## src/rtl/imd_pkg.sv

```systemverilog
// Shared types and constants for the message deframer.
`timescale 1ns / 1ps

package imd_pkg;

   // Width of the raw byte counter and of the length limit register.
   localparam int unsigned RAW_W = 20;
   // Saturation value of the raw counter and reset value of the limit.
   localparam logic [RAW_W-1:0] RAW_MAX = 20'hFFFFF;
   // Packet bytes, type byte included, that follow a zero length byte.
   localparam logic [7:0] CONT_PAYLOAD = 8'd255;
   // Default number of entries in the queue between parser and output.
   localparam int unsigned QUEUE_DEPTH_DEFAULT = 4;

   // Error codes carried on the result channel.
   localparam logic [1:0] ERR_NONE     = 2'd0;
   localparam logic [1:0] ERR_MISMATCH = 2'd1;
   localparam logic [1:0] ERR_TOO_LONG = 2'd2;

   // One queued result: a message byte, optionally followed by a closing NUL.
   typedef struct packed {
      logic [7:0] data;
      logic       last;
      logic [1:0] error;
      logic       add_nul;
   } op_type;

   // Status of the queue as seen by its neighbors.
   typedef struct packed {
      logic full;
      logic empty;
   } queue_status_type;

endpackage

```

## src/rtl/imd_front.sv

```systemverilog
// Packet parser: accepts raw bytes, tracks framing and classifies results.
`timescale 1ns / 1ps

module imd_front (
   input  logic                      clock,
   input  logic                      reset,
   input  logic                      csr_valid,
   output logic                      csr_ready,
   input  logic [imd_pkg::RAW_W-1:0] csr_data,
   input  logic                      req_tvalid,
   output logic                      req_tready,
   input  logic [7:0]                req_tdata,
   input  imd_pkg::queue_status_type q_status,
   output logic                      push,
   output imd_pkg::op_type           push_op
);
   import imd_pkg::*;

   typedef enum logic [1:0] {
      PH_LEN  = 2'd0,
      PH_TYPE = 2'd1,
      PH_DATA = 2'd2
   } phase_type;

   phase_type        phase_ff, phase_in;
   logic [7:0]       bytes_left_ff, bytes_left_in;
   logic             in_cont_ff, in_cont_in;
   logic             first_ff, first_in;
   logic [7:0]       msg_type_ff, msg_type_in;
   logic [7:0]       held_byte_ff, held_byte_in;
   logic             held_valid_ff, held_valid_in;
   logic             discard_ff, discard_in;
   logic [RAW_W-1:0] raw_count_ff, raw_count_in;
   logic [RAW_W-1:0] max_raw_ff;
   logic             accept;
   logic             has_res;
   op_type           res;

   // The parser only stalls when the queue has no room.
   assign req_tready = !q_status.full;
   assign csr_ready  = 1'b1;
   assign accept     = req_tvalid && req_tready;
   assign push       = accept && has_res;
   assign push_op    = res;

   // Next state and the result caused by the byte on req_tdata.
   always_comb begin
      logic [7:0] b;
      logic [7:0] bl;
      logic       done;
      b             = req_tdata;
      bl            = bytes_left_ff - 8'd1;
      done          = 1'b0;
      phase_in      = phase_ff;
      bytes_left_in = bytes_left_ff;
      in_cont_in    = in_cont_ff;
      first_in      = first_ff;
      msg_type_in   = msg_type_ff;
      held_byte_in  = held_byte_ff;
      held_valid_in = held_valid_ff;
      discard_in    = discard_ff;
      has_res       = 1'b0;
      res           = '{data: 8'd0, last: 1'b0, error: ERR_NONE, add_nul: 1'b0};

      // Length limit check comes before anything else on this byte.
      if (!discard_ff && raw_count_ff >= max_raw_ff) begin
         has_res       = 1'b1;
         res           = '{data: 8'd0, last: 1'b1, error: ERR_TOO_LONG, add_nul: 1'b0};
         discard_in    = 1'b1;
         held_valid_in = 1'b0;
      end
      raw_count_in = raw_count_ff + ((raw_count_ff != RAW_MAX) ? {{(RAW_W-1){1'b0}}, 1'b1}
                                                               : {RAW_W{1'b0}});

      unique case (phase_ff)
         PH_TYPE: begin
            bytes_left_in = bl;
            if (first_ff) begin
               // The first type byte opens the message.
               msg_type_in = b;
               first_in    = 1'b0;
               if (!discard_in) begin
                  has_res = 1'b1;
                  if (bl == 8'd0 && b == 8'd0) begin
                     res = '{data: 8'd0, last: 1'b1, error: ERR_NONE, add_nul: 1'b0};
                  end else begin
                     res = '{data: b, last: 1'b0, error: ERR_NONE,
                             add_nul: (bl == 8'd0)};
                  end
               end
            end else if (!discard_in && b != msg_type_ff) begin
               has_res       = 1'b1;
               res           = '{data: 8'd0, last: 1'b1, error: ERR_MISMATCH, add_nul: 1'b0};
               discard_in    = 1'b1;
               held_valid_in = 1'b0;
            end else if (bl == 8'd0 && !discard_in) begin
               // A final packet with only a type byte closes on the held byte.
               has_res = 1'b1;
               if (held_valid_in && held_byte_ff != 8'd0) begin
                  res = '{data: held_byte_ff, last: 1'b0, error: ERR_NONE, add_nul: 1'b1};
               end else begin
                  res = '{data: 8'd0, last: 1'b1, error: ERR_NONE, add_nul: 1'b0};
               end
            end
            if (bl == 8'd0) begin
               done = 1'b1;
            end else begin
               phase_in = PH_DATA;
            end
         end
         PH_DATA: begin
            bytes_left_in = bl;
            if (in_cont_ff) begin
               if (bl >= 8'd2) begin
                  if (!discard_in) begin
                     has_res = 1'b1;
                     res     = '{data: b, last: 1'b0, error: ERR_NONE, add_nul: 1'b0};
                  end
               end else if (bl == 8'd1 || b != 8'd0) begin
                  // Keep the byte back until we know whether it ends the message.
                  if (held_valid_in && !discard_in) begin
                     has_res = 1'b1;
                     res     = '{data: held_byte_ff, last: 1'b0, error: ERR_NONE,
                                 add_nul: 1'b0};
                  end
                  held_byte_in  = b;
                  held_valid_in = !discard_in;
               end
               if (bl == 8'd0) begin
                  phase_in = PH_LEN;
               end
            end else begin
               if (!discard_in) begin
                  has_res = 1'b1;
                  if (bl == 8'd0 && b == 8'd0) begin
                     res = '{data: 8'd0, last: 1'b1, error: ERR_NONE, add_nul: 1'b0};
                  end else begin
                     res = '{data: b, last: 1'b0, error: ERR_NONE, add_nul: (bl == 8'd0)};
                  end
               end
               if (bl == 8'd0) begin
                  done = 1'b1;
               end
            end
         end
         default: begin
            // Length byte: zero starts a continuation packet.
            if (b == 8'd0) begin
               in_cont_in    = 1'b1;
               bytes_left_in = CONT_PAYLOAD;
            end else begin
               in_cont_in    = 1'b0;
               bytes_left_in = b;
            end
            if (!first_ff && b != 8'd1) begin
               if (held_valid_in && !discard_in) begin
                  has_res = 1'b1;
                  res     = '{data: held_byte_ff, last: 1'b0, error: ERR_NONE, add_nul: 1'b0};
               end
               held_valid_in = 1'b0;
            end
            phase_in = PH_TYPE;
         end
      endcase

      // End of message: everything but the type starts over.
      if (done) begin
         phase_in      = PH_LEN;
         bytes_left_in = 8'd0;
         in_cont_in    = 1'b0;
         first_in      = 1'b1;
         held_valid_in = 1'b0;
         held_byte_in  = 8'd0;
         discard_in    = 1'b0;
         raw_count_in  = {RAW_W{1'b0}};
      end
   end

   // Parser state and the length limit register.
   always_ff @(posedge clock) begin
      if (reset) begin
         phase_ff      <= PH_LEN;
         bytes_left_ff <= 8'd0;
         in_cont_ff    <= 1'b0;
         first_ff      <= 1'b1;
         msg_type_ff   <= 8'd0;
         held_byte_ff  <= 8'd0;
         held_valid_ff <= 1'b0;
         discard_ff    <= 1'b0;
         raw_count_ff  <= {RAW_W{1'b0}};
         max_raw_ff    <= RAW_MAX;
      end else begin
         if (csr_valid && csr_ready) begin
            max_raw_ff <= csr_data;
         end
         if (accept) begin
            phase_ff      <= phase_in;
            bytes_left_ff <= bytes_left_in;
            in_cont_ff    <= in_cont_in;
            first_ff      <= first_in;
            msg_type_ff   <= msg_type_in;
            held_byte_ff  <= held_byte_in;
            held_valid_ff <= held_valid_in;
            discard_ff    <= discard_in;
            raw_count_ff  <= raw_count_in;
         end
      end
   end

endmodule

```

## src/rtl/imd_queue.sv

```systemverilog
// Small register queue that decouples the parser from the output stage.
`timescale 1ns / 1ps

module imd_queue #(
   parameter int unsigned DEPTH = imd_pkg::QUEUE_DEPTH_DEFAULT
) (
   input  logic                      clock,
   input  logic                      reset,
   input  logic                      push,
   input  imd_pkg::op_type           push_op,
   input  logic                      pop,
   output imd_pkg::op_type           pop_op,
   output imd_pkg::queue_status_type status
);
   import imd_pkg::*;

   localparam int unsigned PTR_W = $clog2(DEPTH);
   localparam int unsigned CNT_W = $clog2(DEPTH + 1);
   localparam logic [PTR_W-1:0] LAST_PTR = PTR_W'(DEPTH - 1);
   localparam logic [CNT_W-1:0] FULL_CNT = CNT_W'(DEPTH);

   op_type           entry_ff [DEPTH];
   logic [PTR_W-1:0] wr_ptr_ff, wr_ptr_in;
   logic [PTR_W-1:0] rd_ptr_ff, rd_ptr_in;
   logic [CNT_W-1:0] count_ff, count_in;
   logic             do_push, do_pop;

   assign status.full  = (count_ff == FULL_CNT);
   assign status.empty = (count_ff == {CNT_W{1'b0}});
   assign do_push      = push && !status.full;
   assign do_pop       = pop && !status.empty;
   assign pop_op       = entry_ff[rd_ptr_ff];

   // Pointer and fill count updates.
   always_comb begin
      wr_ptr_in = wr_ptr_ff;
      rd_ptr_in = rd_ptr_ff;
      count_in  = count_ff;
      if (do_push) begin
         wr_ptr_in = (wr_ptr_ff == LAST_PTR) ? {PTR_W{1'b0}} : wr_ptr_ff + 1'b1;
      end
      if (do_pop) begin
         rd_ptr_in = (rd_ptr_ff == LAST_PTR) ? {PTR_W{1'b0}} : rd_ptr_ff + 1'b1;
      end
      if (do_push && !do_pop) begin
         count_in = count_ff + 1'b1;
      end else if (do_pop && !do_push) begin
         count_in = count_ff - 1'b1;
      end
   end

   always_ff @(posedge clock) begin
      if (reset) begin
         wr_ptr_ff <= {PTR_W{1'b0}};
         rd_ptr_ff <= {PTR_W{1'b0}};
         count_ff  <= {CNT_W{1'b0}};
      end else begin
         wr_ptr_ff <= wr_ptr_in;
         rd_ptr_ff <= rd_ptr_in;
         count_ff  <= count_in;
      end
   end

   // Entry storage needs no reset.
   always_ff @(posedge clock) begin
      if (do_push) begin
         entry_ff[wr_ptr_ff] <= push_op;
      end
   end

endmodule

```

## src/rtl/imd_back.sv

```systemverilog
// Output stage: turns queued results into beats, adding the closing NUL.
`timescale 1ns / 1ps

module imd_back (
   input  logic                      clock,
   input  logic                      reset,
   input  imd_pkg::queue_status_type q_status,
   input  imd_pkg::op_type           pop_op,
   output logic                      pop,
   output logic                      rsp_tvalid,
   input  logic                      rsp_tready,
   output logic [7:0]                rsp_tdata,
   output logic                      rsp_tlast,
   output logic [1:0]                rsp_tuser
);
   import imd_pkg::*;

   logic       valid_ff, valid_in;
   logic       nul_ff, nul_in;
   logic [7:0] data_ff, data_in;
   logic       last_ff, last_in;
   logic [1:0] error_ff, error_in;
   logic       advance;

   assign rsp_tvalid = valid_ff;
   assign rsp_tdata  = data_ff;
   assign rsp_tlast  = last_ff;
   assign rsp_tuser  = error_ff;
   assign advance    = !valid_ff || rsp_tready;
   assign pop        = advance && !nul_ff && !q_status.empty;

   // Load the next beat: a pending NUL first, else the queue head.
   always_comb begin
      valid_in = valid_ff;
      nul_in   = nul_ff;
      data_in  = data_ff;
      last_in  = last_ff;
      error_in = error_ff;
      if (advance) begin
         if (nul_ff) begin
            valid_in = 1'b1;
            nul_in   = 1'b0;
            data_in  = 8'd0;
            last_in  = 1'b1;
            error_in = ERR_NONE;
         end else if (!q_status.empty) begin
            valid_in = 1'b1;
            nul_in   = pop_op.add_nul;
            data_in  = pop_op.data;
            last_in  = pop_op.last;
            error_in = pop_op.error;
         end else begin
            valid_in = 1'b0;
         end
      end
   end

   always_ff @(posedge clock) begin
      if (reset) begin
         valid_ff <= 1'b0;
         nul_ff   <= 1'b0;
      end else begin
         valid_ff <= valid_in;
         nul_ff   <= nul_in;
      end
   end

   always_ff @(posedge clock) begin
      data_ff  <= data_in;
      last_ff  <= last_in;
      error_ff <= error_in;
   end

endmodule

```

## src/rtl/icb_message_deframer.sv

```systemverilog
// Top level of the length-prefixed message deframer.
`timescale 1ns / 1ps
// A result passes through the queue and the output register before it is offered on rsp.
// Throughput: one input beat per cycle; a result with an appended NUL is followed on the
// result port by its own NUL beat, and the parser stalls only when the result queue is full.
// Reset (synchronous, active high) returns the parser to expecting a length byte, empties the
// queue and the output stage, and sets the length limit to its largest value.

module icb_message_deframer #(
   parameter int unsigned QUEUE_DEPTH = imd_pkg::QUEUE_DEPTH_DEFAULT
) (
   input  logic                      clock,
   input  logic                      reset,
   // Length limit register write channel.
   input  logic                      csr_valid,
   output logic                      csr_ready,
   input  logic [imd_pkg::RAW_W-1:0] csr_data,   // [19:0] max_raw_len
   // Raw byte input.
   input  logic                      req_tvalid,
   output logic                      req_tready,
   input  logic [7:0]                req_tdata,  // [7:0] in_byte
   // Message byte output.
   output logic                      rsp_tvalid,
   input  logic                      rsp_tready,
   output logic [7:0]                rsp_tdata,  // [7:0] out_byte
   output logic                      rsp_tlast,
   output logic [1:0]                rsp_tuser   // [1:0] error
);
   import imd_pkg::*;

   queue_status_type q_status;
   logic             push, pop;
   op_type           push_op, pop_op;

   imd_front u_front (
      .clock      (clock),
      .reset      (reset),
      .csr_valid  (csr_valid),
      .csr_ready  (csr_ready),
      .csr_data   (csr_data),
      .req_tvalid (req_tvalid),
      .req_tready (req_tready),
      .req_tdata  (req_tdata),
      .q_status   (q_status),
      .push       (push),
      .push_op    (push_op)
   );

   imd_queue #(
      .DEPTH (QUEUE_DEPTH)
   ) u_queue (
      .clock   (clock),
      .reset   (reset),
      .push    (push),
      .push_op (push_op),
      .pop     (pop),
      .pop_op  (pop_op),
      .status  (q_status)
   );

   imd_back u_back (
      .clock      (clock),
      .reset      (reset),
      .q_status   (q_status),
      .pop_op     (pop_op),
      .pop        (pop),
      .rsp_tvalid (rsp_tvalid),
      .rsp_tready (rsp_tready),
      .rsp_tdata  (rsp_tdata),
      .rsp_tlast  (rsp_tlast),
      .rsp_tuser  (rsp_tuser)
   );

endmodule
```

## config.mk

```make
export PLATFORM = sky130hd
export DESIGN_NAME = icb_message_deframer
export DESIGN_NICKNAME = d
export VERILOG_FILES = /design/src/rtl/imd_pkg.sv /design/src/rtl/imd_front.sv /design/src/rtl/imd_queue.sv /design/src/rtl/imd_back.sv /design/src/rtl/icb_message_deframer.sv
export SDC_FILE = /design/constraint.sdc
export NUM_CORES = 1
export LEC_CHECK = 0
export BUFFER_PORTS_ARGS = -buffer_cell sky130_fd_sc_hd__buf_2
export CORE_UTILIZATION = 50
export CTS_CLUSTER_DIAMETER = 50
export CTS_CLUSTER_SIZE = 8
export DETAILED_ROUTE_END_ITERATION = 12
export PLACE_DENSITY_LB_ADDON = 0.2
export SLEW_MARGIN = 0
export SYNTH_ARGS = -nofsm -noshare
export SYNTH_HDL_FRONTEND = slang
export SYNTH_HIERARCHICAL = 1
export SYNTH_SLANG_ARGS = --single-unit
```

## constraint.sdc

```tcl
create_clock -name clock -period 4.1 [get_ports clock]
set_clock_uncertainty 0.05 [all_clocks]
set_input_delay 0.41 -clock clock [delete_from_list [all_inputs] [get_ports clock]]
set_output_delay 0.41 -clock clock [all_outputs]
set_load 0.1 [all_outputs]
```

==> out/qor.yml, run 1 <==
timing:
  fin_crit_sh: 0.964
  hold_viol: 0
  fin_setup_tns_ns: 0
  worst_slack_ns: 0.147
  slew_headroom: 0.335
  setup_viol: 0
  max_freq_mhz: 253
  rsz0062_at_grt: "no"
  min_period_ns: 3.95
  worst_pin_slew_ns: 0.998
  finalMaxSlewViolations: 0
cells_and_area:
  ff_latch_area_sq_um: 3390
  syn_to_final_growth_pct: 16.4
  fin_nets: 755
  drive_gt1_frac: 0.196
  multi_input_area_sq_um: 3130
  n_fill_cell: 1095
  n_antenna_cell: 0
yosys:
  synth_top_flop_cell: "dfxtp_1"
  synth_top_area_cell: "edfxtp_1"
  synth_common_cells: "81 x dfxtp_1, 70 x nand2_1, 59 x edfxtp_1"
  ys_seq_area_frac: 0.503
  synth-edff-count: 59
  syn_area_sq_um: 6750
  synthCells: 639
  async_flop_share: 0
  synth_cell_types: 76
  yosysTopAreaCellShare: 0.263
  syn_nets: 707
  yosysMostFrequentCell: "dfxtp_1"
  synth_seq_cells: 140
  postSynthAreaPerCell_sq_um: 10.6
  ys_warn_count: 6
  ys_top_cells_by_area: "edfxtp_1 26%, dfxtp_1 24%, ha_1 6.3%"
drt:
  firstDrtPassIters: 4
  dr.first_iter.drc_count: 323
  wirelength_mm: 14.6
  wl_per_cell_microns: 16.6
  vias: 5057
  drc: 0
  vias_per_cell: 5.77
  drtAntennaViolNets: 0
clocking:
  cts_buffers: 17
  cts_buffer_depth: 2
  cts_max_level: 4
  clk_pin_slew_ns: 0.06
  clock_latency_ns: 0.43
  cts_tree: "yes"
  postCtsHoldBufs: 0
  cts.sinks: 140
  cts-root-buf: "clkbuf_16"
placement:
  place_hpwl_mm: 9.73
  numPortBuffers: 45
  pre_cts_ws_ns: -0.0739
  gp_congestion: 0.839
power:
  clkPwrFrac: 0.332
  ir_drop_v: 0.000364
  seq_power_share: 0.373
  power_switching_mw: 1.81
  switching_share: 0.377
  p_leak_nw: 3.08
  cellPowerDensity_nw_per_um2: 611
  p_int_mw: 2.99
  combPwrFrac: 0.295
die:
  die_h_microns: 118
  rows: 42
  start_util: 0.511
  pin_count: 47
  die_area_sq_um: 14000
  core_area_sq_um: 13200
  die_w_microns: 118
global_route:
  antenna_found_initial: 0
  grt_pass1_vias: 4899
  grt_max_degree: 40
  globalRoute.totalOverflow: 0
  grt_use_total: 0.221
  grt_pass1_wl_mm: 24.1
run_status:
  outcome: "complete, no violations"
run:
  cap_violations: 0
critical_path:
  required_ns: 4.41
  worstSetupPathType: "flip-flop to flip-flop"
  end_kind: "flip-flop"
  arrival_ns: 4.26
  critPathLaunchType: "flip-flop"
  cp_max_fo: 3
min_path:
  hp-class: "input port to flip-flop"
-- power groups by stage --
stage	Clock [mW]	Combinational, mW	Sequential (mW)
floorplan	0	0.718	2.23
global placement	0	1.35	1.81
detailed placement	0	1.38	1.82
CTS	1.62	1.40	1.79
global route	1.69	1.52	1.82
finish	1.59	1.42	1.79
-- final timing paths --
path	end	slack (ns)	from	cells past startpoint
worst max-delay path	u_queue/count_ff[2]	0.15	u_front/max_raw_ff[13]	17
worst max register to register	u_queue/count_ff[2]	0.15	u_front/max_raw_ff[13]	17
worst min register to register	u_front/msg_type_ff[3]	0.42	u_front/msg_type_ff[3]	2
worst min-delay path	u_front/max_raw_ff[1]	0.15	csr_data[1]	3
-- layout by cell type (no fill, tap or decap), drive strengths merged, types with 20 or more instances in the layout --
master,synthesis,layout
dfxtp,81,81
nand2,71,71
buf,9,60
edfxtp,59,59
inv,36,45
a21oi,41,41
nor2,39,39
ha,34,34
o21ai,29,29
o211ai,21,21
nand3,20,20
-- per-stage QoR --
stage	utilization	hold WS, ns	total power, mW	instances	area [sq um]
final	0.595	0.152	4.80	876	7850
after global routing	0.595	0.147	5.02	876	7850
after CTS	0.590	0.133	4.81	874	7780
after detailed placement	0.541	0.414	3.20	841	7140
after global placement	0.541	0.405	3.17	841	7140
after floorplan	-	0.396	2.95	639	6750
-- cell families after synthesis --
group                    share of synthesized area
XOR/XNOR                                    0.0338
flip-flops                                   0.503
multiplexers                                0.0445
AND/OR/NAND/NOR                              0.171
other                                     0.000556
buffers and inverters                       0.0432
AO/OA/AOI/OAI                                0.138
adder cells (fa/ha/maj)                     0.0660
-- flip-flops by register name, summed over array words and instances, names as in the netlist, 3 cells and up, named ones only --
signal and cells:
u_front/held_byte_ff 8, u_front/msg_type_ff 8, u_front/bytes_left_ff 8, u_queue/count_ff 3, u_queue/entry_ff 48, u_front/max_raw_ff 20
u_back/rsp_tdata 8, u_front/raw_count_ff 20
-- repair_timing --
item                       CTS  global route
hold endpoints to repair     0             0
buffers inserted             1             2
pin swaps                    1             6
resized for setup            2             8
setup endpoints to repair    1             1
-- final cells by class --
| cell class | instances | area share |
|---|---|---|
| clock inverters | 15 | 0.0252 |
| multi-input cells | 430 | 0.399 |
| repair buffers | 60 | 0.0430 |
| flip-flops and latches | 140 | 0.432 |
| inverters | 38 | 0.0188 |
| clock buffers | 17 | 0.0542 |
| well taps | 176 | 0.0280 |
-- metal layers --
layer / GRT usage / up-vias / part of all wire / routed length [microns]
met1: 0.284 / 2458 / 0.46 / 6650
met3: 0.0560 / 26 / 0.042 / 610
met5: 0 / - / 0 / 0
li1: - / 2449 / - / -
met4: 0.0954 / 0 / 0.018 / 263
met2: 0.353 / 124 / 0.48 / 7050
-- worst max-delay path, stage by stage, from the launching register on --
cell	delay (ns)
dfxtp_1	0.32
inv_1	0.06
ha_1	0.29
and4_4	0.24
o211ai_1	0.10
or4_4	0.45
nand3_4	0.09
nand2_2	0.07
or3_4	0.42
o22ai_4	0.18
inv_1	0.08
nor2_2	0.13
ha_2	0.20
inv_1	0.06
fa_1	0.43
xor2_1	0.18
or3_2	0.42
a21oi_2	0.13
Note: power is estimated with default switching activity, not from simulation.
==> run 2: changes to the inputs <==
--- a/config.mk
+++ b/config.mk
@@ -10,6 +10,7 @@
 export CTS_CLUSTER_DIAMETER = 50
 export CTS_CLUSTER_SIZE = 8
 export DETAILED_ROUTE_END_ITERATION = 12
+export MAX_ROUTING_LAYER = met4
 export PLACE_DENSITY_LB_ADDON = 0.2
 export SLEW_MARGIN = 0
 export SYNTH_ARGS = -nofsm -noshare
==> out/qor.yml, run 2 (synthesis gave the netlist of run 1 again) <==
die:
  rows: 42  # unchanged
  die_h_microns: 118  # unchanged
  pin_count: 47  # unchanged
  die_area_sq_um: 14000  # unchanged
  core_area_sq_um: 13200  # unchanged
  start_util: 0.511  # unchanged
  die_w_microns: 118  # unchanged
timing:
  worst_slack_ns: 0.148  # +0.00109 ns
  worst_pin_slew_ns: 1.01  # +0.00966 ns
  min_period_ns: 3.95  # -0.00109 ns
  rsz0062_at_grt: "no"
  slew_headroom: 0.329  # -0.00644
  finalMaxSlewViolations: 0  # unchanged
  setup_viol: 0  # unchanged
  fin_crit_sh: 0.964  # about the same
  max_freq_mhz: 253  # about the same
  hold_viol: 0  # unchanged
clocking:
  cts_tree: "yes"
  cts.sinks: 140  # unchanged
  cts_max_level: 4  # unchanged
  clock_latency_ns: 0.43  # about the same
  cts_buffers: 17  # unchanged
  cts-root-buf: "clkbuf_16"
  cts_buffer_depth: 2  # unchanged
  clk_pin_slew_ns: 0.06  # about the same
placement:
  gp_congestion: 0.852  # +1.6%
  numPortBuffers: 45  # unchanged
  pre_cts_ws_ns: -0.0739  # unchanged
  place_hpwl_mm: 9.73  # unchanged
cells_and_area:
  largestRegisters: "u_queue/entry_ff x48, u_front/max_raw_ff x20, u_front/raw_count_ff x20"
  layout_common_cells: "81 x dfxtp_1, 70 x nand2_1, 59 x edfxtp_1"
  fin_nets: 755  # unchanged
  final_util: 0.595  # unchanged
  syn_to_final_growth_pct: 16.4  # unchanged
  top_register: "u_queue/entry_ff"
  drive_gt1_frac: 0.196  # unchanged
  n_antenna_cell: 0  # unchanged
  final_common_cell: "dfxtp_1"
  largest_reg_flops: 48  # unchanged
global_route:
  antenna_found_initial: 0  # unchanged
  grt_max_degree: 40  # unchanged
  grt_pass1_vias: 4904  # +0.10%
  grt_pass1_wl_mm: 24.1  # +0.14%
  grt_use_total: 0.228  # +0.00708
  globalRoute.totalOverflow: 0  # unchanged
critical_path:
  cp_max_fo: 3  # unchanged
  r2r_end: "u_queue/count_ff[2]"
  end_kind: "flip-flop"
  critPathLaunchType: "flip-flop"
  critPathLaunch: "u_front/max_raw_ff[13]"
  r2r-start: "u_front/max_raw_ff[13]"
  required_ns: 4.41  # about the same
  r2r_slack_ns: 0.15  # about the same
  worstSetupPathType: "flip-flop to flip-flop"
  ff2ff_path_depth: 17  # unchanged
  arrival_ns: 4.26  # about the same
  crit_path_end: "u_queue/count_ff[2]"
run:
  cap_violations: 0  # unchanged
drt:
  firstDrtPassIters: 5  # +1
  vias_per_cell: 5.76  # -0.14%
  wl_per_cell_microns: 16.6  # about the same
  drtAntennaViolNets: 0  # unchanged
  drc: 0  # unchanged
  dr.first_iter.drc_count: 336  # +4.0%
  wirelength_mm: 14.6  # about the same
  vias: 5050  # -0.14%
min_path:
  hold_start: "csr_data[1]"
  hp-class: "input port to flip-flop"
power:
  cellPowerDensity_nw_per_um2: 611  # about the same
  p_leak_nw: 3.08  # unchanged
  p_total_mw: 4.80  # about the same
  ir_drop_v: 0.000364  # about the same
run_status:
  outcome: "complete, no violations"
run 2: where the power goes:
part / total [mW] / switching [mW] / leakage, nW / internal, mW
sequential: 1.79 / 0.125 / 1.22 / 1.66
clock: 1.59 / 0.662 / 0.303 / 0.931
combinational: 1.42 / 1.02 / 1.56 / 0.394
total: 4.80 / 1.81 / 3.08 / 2.99
run 2: metal layers:
metal	global-route usage	wire length, microns	vias to the layer above
met3	0.0574	631	26
met4	0.0954	262	0
met2	0.353	7070	135
met5	-	0	-
met1	0.284	6600	2441
li1	-	-	2448
run 2: layout make-up:
class	count	area, sq um
fillers	1095	5340
flip-flops and latches	140	3390
multi-input cells	430	3130
clock buffers	17	425
repair buffers	60	338
well taps	176	220
clock inverters	15	198
inverters	38	148
run 2: metrics by stage:
stage / hold WS (ns) / cell area, sq um / instances / TNS, ns
3_3_place_gp: 0.405 / 7140 / 841 / 0
4_1_cts: 0.133 / 7780 / 874 / 0
6_report: 0.151 / 7850 / 876 / 0
2_1_floorplan: 0.396 / 6750 / 639 / 0
5_1_grt: 0.146 / 7850 / 876 / 0
3_5_place_dp: 0.414 / 7140 / 841 / -0.0739
run 2: how the worst min path moves through the flow:
| stage | cells after the start | endpoint |
|---|---|---|
| after floorplan | 2 | u_front/max_raw_ff[0] |
| after global placement | 2 | u_front/msg_type_ff[5] |
| after detailed placement | 2 | u_front/msg_type_ff[7] |
| after CTS | 3 | u_front/max_raw_ff[1] |
| after global routing | 3 | u_front/max_raw_ff[10] |
| final | 3 | u_front/max_raw_ff[1] |
run 2: what timing repair did:
item | 4_1_cts | 5_1_grt
gates cloned | 0 | 0
endpoints found under the hold margin | 0 | 0
setup endpoints to repair | 1 | 1
pin swaps | 1 | 6
hold buffers | 0 | 0
setup buffers | 1 | 2
resized for setup | 2 | 8
run 2: critical path, stage by stage, from the launching register on:
cell	delay [ns]
dfxtp_1	0.32
inv_1	0.06
ha_1	0.29
and4_4	0.24
o211ai_1	0.10
or4_4	0.45
nand3_4	0.09
nand2_2	0.07
or3_4	0.42
o22ai_4	0.18
inv_1	0.08
nor2_2	0.13
ha_2	0.20
inv_1	0.06
fa_1	0.43
xor2_1	0.18
or3_2	0.42
a21oi_2	0.13
==> run 3: changes to the inputs <==
--- a/config.mk
+++ b/config.mk
@@ -6,7 +6,9 @@
 export NUM_CORES = 1
 export LEC_CHECK = 0
 export BUFFER_PORTS_ARGS = -buffer_cell sky130_fd_sc_hd__buf_2
-export CORE_UTILIZATION = 50
+export CELL_PAD_IN_SITES_DETAIL_PLACEMENT = 1
+export CELL_PAD_IN_SITES_GLOBAL_PLACEMENT = 1
+export CORE_UTILIZATION = 43
 export CTS_CLUSTER_DIAMETER = 50
 export CTS_CLUSTER_SIZE = 8
 export DETAILED_ROUTE_END_ITERATION = 12
==> constraint.sdc (replaced) <==
create_clock -name clock -period 3.6 [get_ports clock]
set_clock_uncertainty 0.05 [all_clocks]
set_input_delay 0.36 -clock clock [delete_from_list [all_inputs] [get_ports clock]]
set_output_delay 0.36 -clock clock [all_outputs]
set_load 0.1 [all_outputs]
==> out/qor.yml, run 3 (synthesis gave the netlist of run 1 again) <==
cells_and_area:
  fin_nets: 787  # +4.2%
  layout_common_cells: "80 x dfxtp_1, 70 x nand2_1, 59 x edfxtp_1"
  largest_reg_flops: 48  # unchanged
  n_fill_cell: 1646  # +50%
  postLayoutCellArea_sq_um: 8100  # +3.1%
  largestRegisters: "u_queue/entry_ff x48, u_front/max_raw_ff x20, u_front/raw_count_ff x20"
  multi_input_area_sq_um: 3170  # +1.1%
  n_antenna_cell: 0  # unchanged
  ff_latch_area_sq_um: 3390  # about the same
  drive_gt1_frac: 0.234  # +0.0379
  top_register: "u_queue/entry_ff"
  syn_to_final_growth_pct: 20.1
  final_common_cell: "dfxtp_1"
global_route:
  grtUsageMet3: 0.0452  # -0.0122
  top_usage_layer: "met2"
  use_met2: 0.371  # +0.0181
  grt_pass1_wl_mm: 27.4  # +14%
  grt_max_degree: 40  # unchanged
  globalRoute.totalOverflow: 0  # unchanged
  grt_pass1_vias: 5341  # +8.9%
  antenna_found_initial: 0  # unchanged
  grt_use_total: 0.228  # about the same
  use_met1: 0.284  # -0.000337
clocking:
  clock_latency_ns: 0.43  # about the same
  cts_max_level: 4  # unchanged
  cts_buffer_depth: 2  # unchanged
  cts_tree: "yes"
  postCtsHoldBufs: 0  # unchanged
  clk_pin_slew_ns: 0.06  # about the same
  cts_buffers: 17  # unchanged
  cts-root-buf: "clkbuf_16"
  cts.sinks: 140  # unchanged
placement:
  pre_cts_ws_ns: -0.210  # -0.136 ns
  gp_congestion: 0.829  # -2.6%
  place_hpwl_mm: 11.8  # +22%
  place_area_sq_um: 7410  # +3.9%
  numPortBuffers: 45  # unchanged
timing:
  slew_headroom: 0.345  # +0.0169
  finalMaxSlewViolations: 0  # unchanged
  setup_viol: 1  # +1
  worst_slack_ns: -0.00741  # -0.156 ns
  worst_pin_slew_ns: 0.982  # -0.0253 ns
  fin_crit_sh: 1.00  # +0.0382
  rsz0062_at_grt: "yes"
  min_period_ns: 3.61  # -0.344 ns
  max_freq_mhz: 277  # +9.5%
  hold_viol: 0  # unchanged
  finalHoldWorstSlack_ns: 0.103  # -0.0484 ns
critical_path:
  cp_max_fo: 2  # -1
  r2r-start: "u_front/raw_count_ff[15]"
  required_ns: 3.91  # -0.50 ns
  end_kind: "flip-flop"
  worstSetupPathType: "flip-flop to flip-flop"
  arrival_ns: 3.91  # -0.35 ns
  critPathLaunch: "u_front/raw_count_ff[15]"
  critPathLaunchType: "flip-flop"
drt:
  drc: 0  # unchanged
  wirelength_mm: 16.8  # +15%
  firstDrtPassIters: 4  # -1
  vias_per_cell: 5.42  # -6.1%
  drtAntennaViolNets: 0  # unchanged
  vias: 5107  # +1.1%
  dr.first_iter.drc_count: 278  # -17%
  wl_per_cell_microns: 17.8  # +7.1%
die:
  die_h_microns: 127  # +7.7%
  pin_count: 47  # unchanged
  start_util: 0.442  # -0.0693
  core_area_sq_um: 15300  # +16%
  die_area_sq_um: 16200  # +16%
  rows: 45  # +7.1%
  die_w_microns: 127  # +7.7%
power:
  p_int_mw: 3.37  # +13%
  p_total_mw: 5.41  # +13%
  seq_power_share: 0.379  # +0.006
  p_leak_nw: 3.20  # +3.9%
  cellPowerDensity_nw_per_um2: 668  # +9.3%
  switching_share: 0.378  # +0.00110
  power_switching_mw: 2.05  # +13%
  clkPwrFrac: 0.300  # -0.032
  ir_drop_v: 0.000427  # +17%
  combPwrFrac: 0.321  # +0.026
run_status:
  outcome: "finished, violations left"
  violations: "negative setup slack"
min_path:
  hp-class: "input port to flip-flop"
  hold_start: "csr_data[6]"
run:
  cap_violations: 0  # unchanged
==> run 3: cell count changes in the layout (fill, tap and decap cells not counted), moves of 2 or more <==
cell,delta
buf_4,+32
inv_8,-4
inv_1,-3
inv_2,+3
clkbuf_1,+2
clkinv_1,+2
clkinv_4,+2
clkinv_8,-2
clkinvlp_4,+2
ha_4,+2
inv_6,-2
==> run 3: final timing paths <==
kind	endpoint	slack [ns]	depth (start not counted)
min	u_front/max_raw_ff[6]	0.10	3
max	u_queue/count_ff[2]	-0.007	16
max reg2reg	u_queue/count_ff[2]	-0.007	16
min reg2reg	u_front/msg_type_ff[0]	0.43	2
==> run 3: final cells by class <==
type	count	share of cell area
well taps	211	0.0326
flip-flops and latches	140	0.419
clock inverters	13	0.0145
inverters	38	0.0182
repair buffers	92	0.0714
multi-input cells	430	0.391
clock buffers	19	0.0534
==> run 3: layer usage <==
metal / vias up / part of all wire
met5: - / 0
met4: 0 / 0.015
met3: 18 / 0.022
met2: 59 / 0.50
met1: 2531 / 0.46
li1: 2499 / -
==> run 3: critical path, cell delays in order (launching register included) <==
cell and delay (ns):
dfxtp_1 0.35, ha_4 0.29, and4_4 0.25, o211ai_1 0.09, or4_4 0.44, nand3_4 0.10
nand2_2 0.06, or3_4 0.38, o22ai_4 0.17, inv_2 0.07, nor2_4 0.12, ha_4 0.15
inv_2 0.04, fa_2 0.32, xor2_1 0.19, or3_4 0.35, a21oi_2 0.11
==> run 3: through the flow <==
stage	util	setup TNS (ns)	cells
after global routing	0.531	-0.143	943
after floorplan	-	0	639
final	0.531	-0.00741	943
after detailed placement	0.486	-0.210	904
after global placement	0.486	-0.0281	904
after CTS	0.529	-0.127	942
==> run 3: power groups by stage <==
stage	clock network (mW)	logic, mW	registers, mW
detailed placement	0	1.69	2.08
global placement	0	1.62	2.06
finish	1.63	1.74	2.05
floorplan	0	0.834	2.54
global route	1.72	1.87	2.08
CTS	1.67	1.74	2.05
==> run 3: what timing repair did <==
item	in CTS	in global routing
setup buffers	6	1
resized for setup	11	2
endpoints found under the hold margin	0	0
cloned	0	0
endpoints found under the setup margin	1	2
pin swaps	8	4
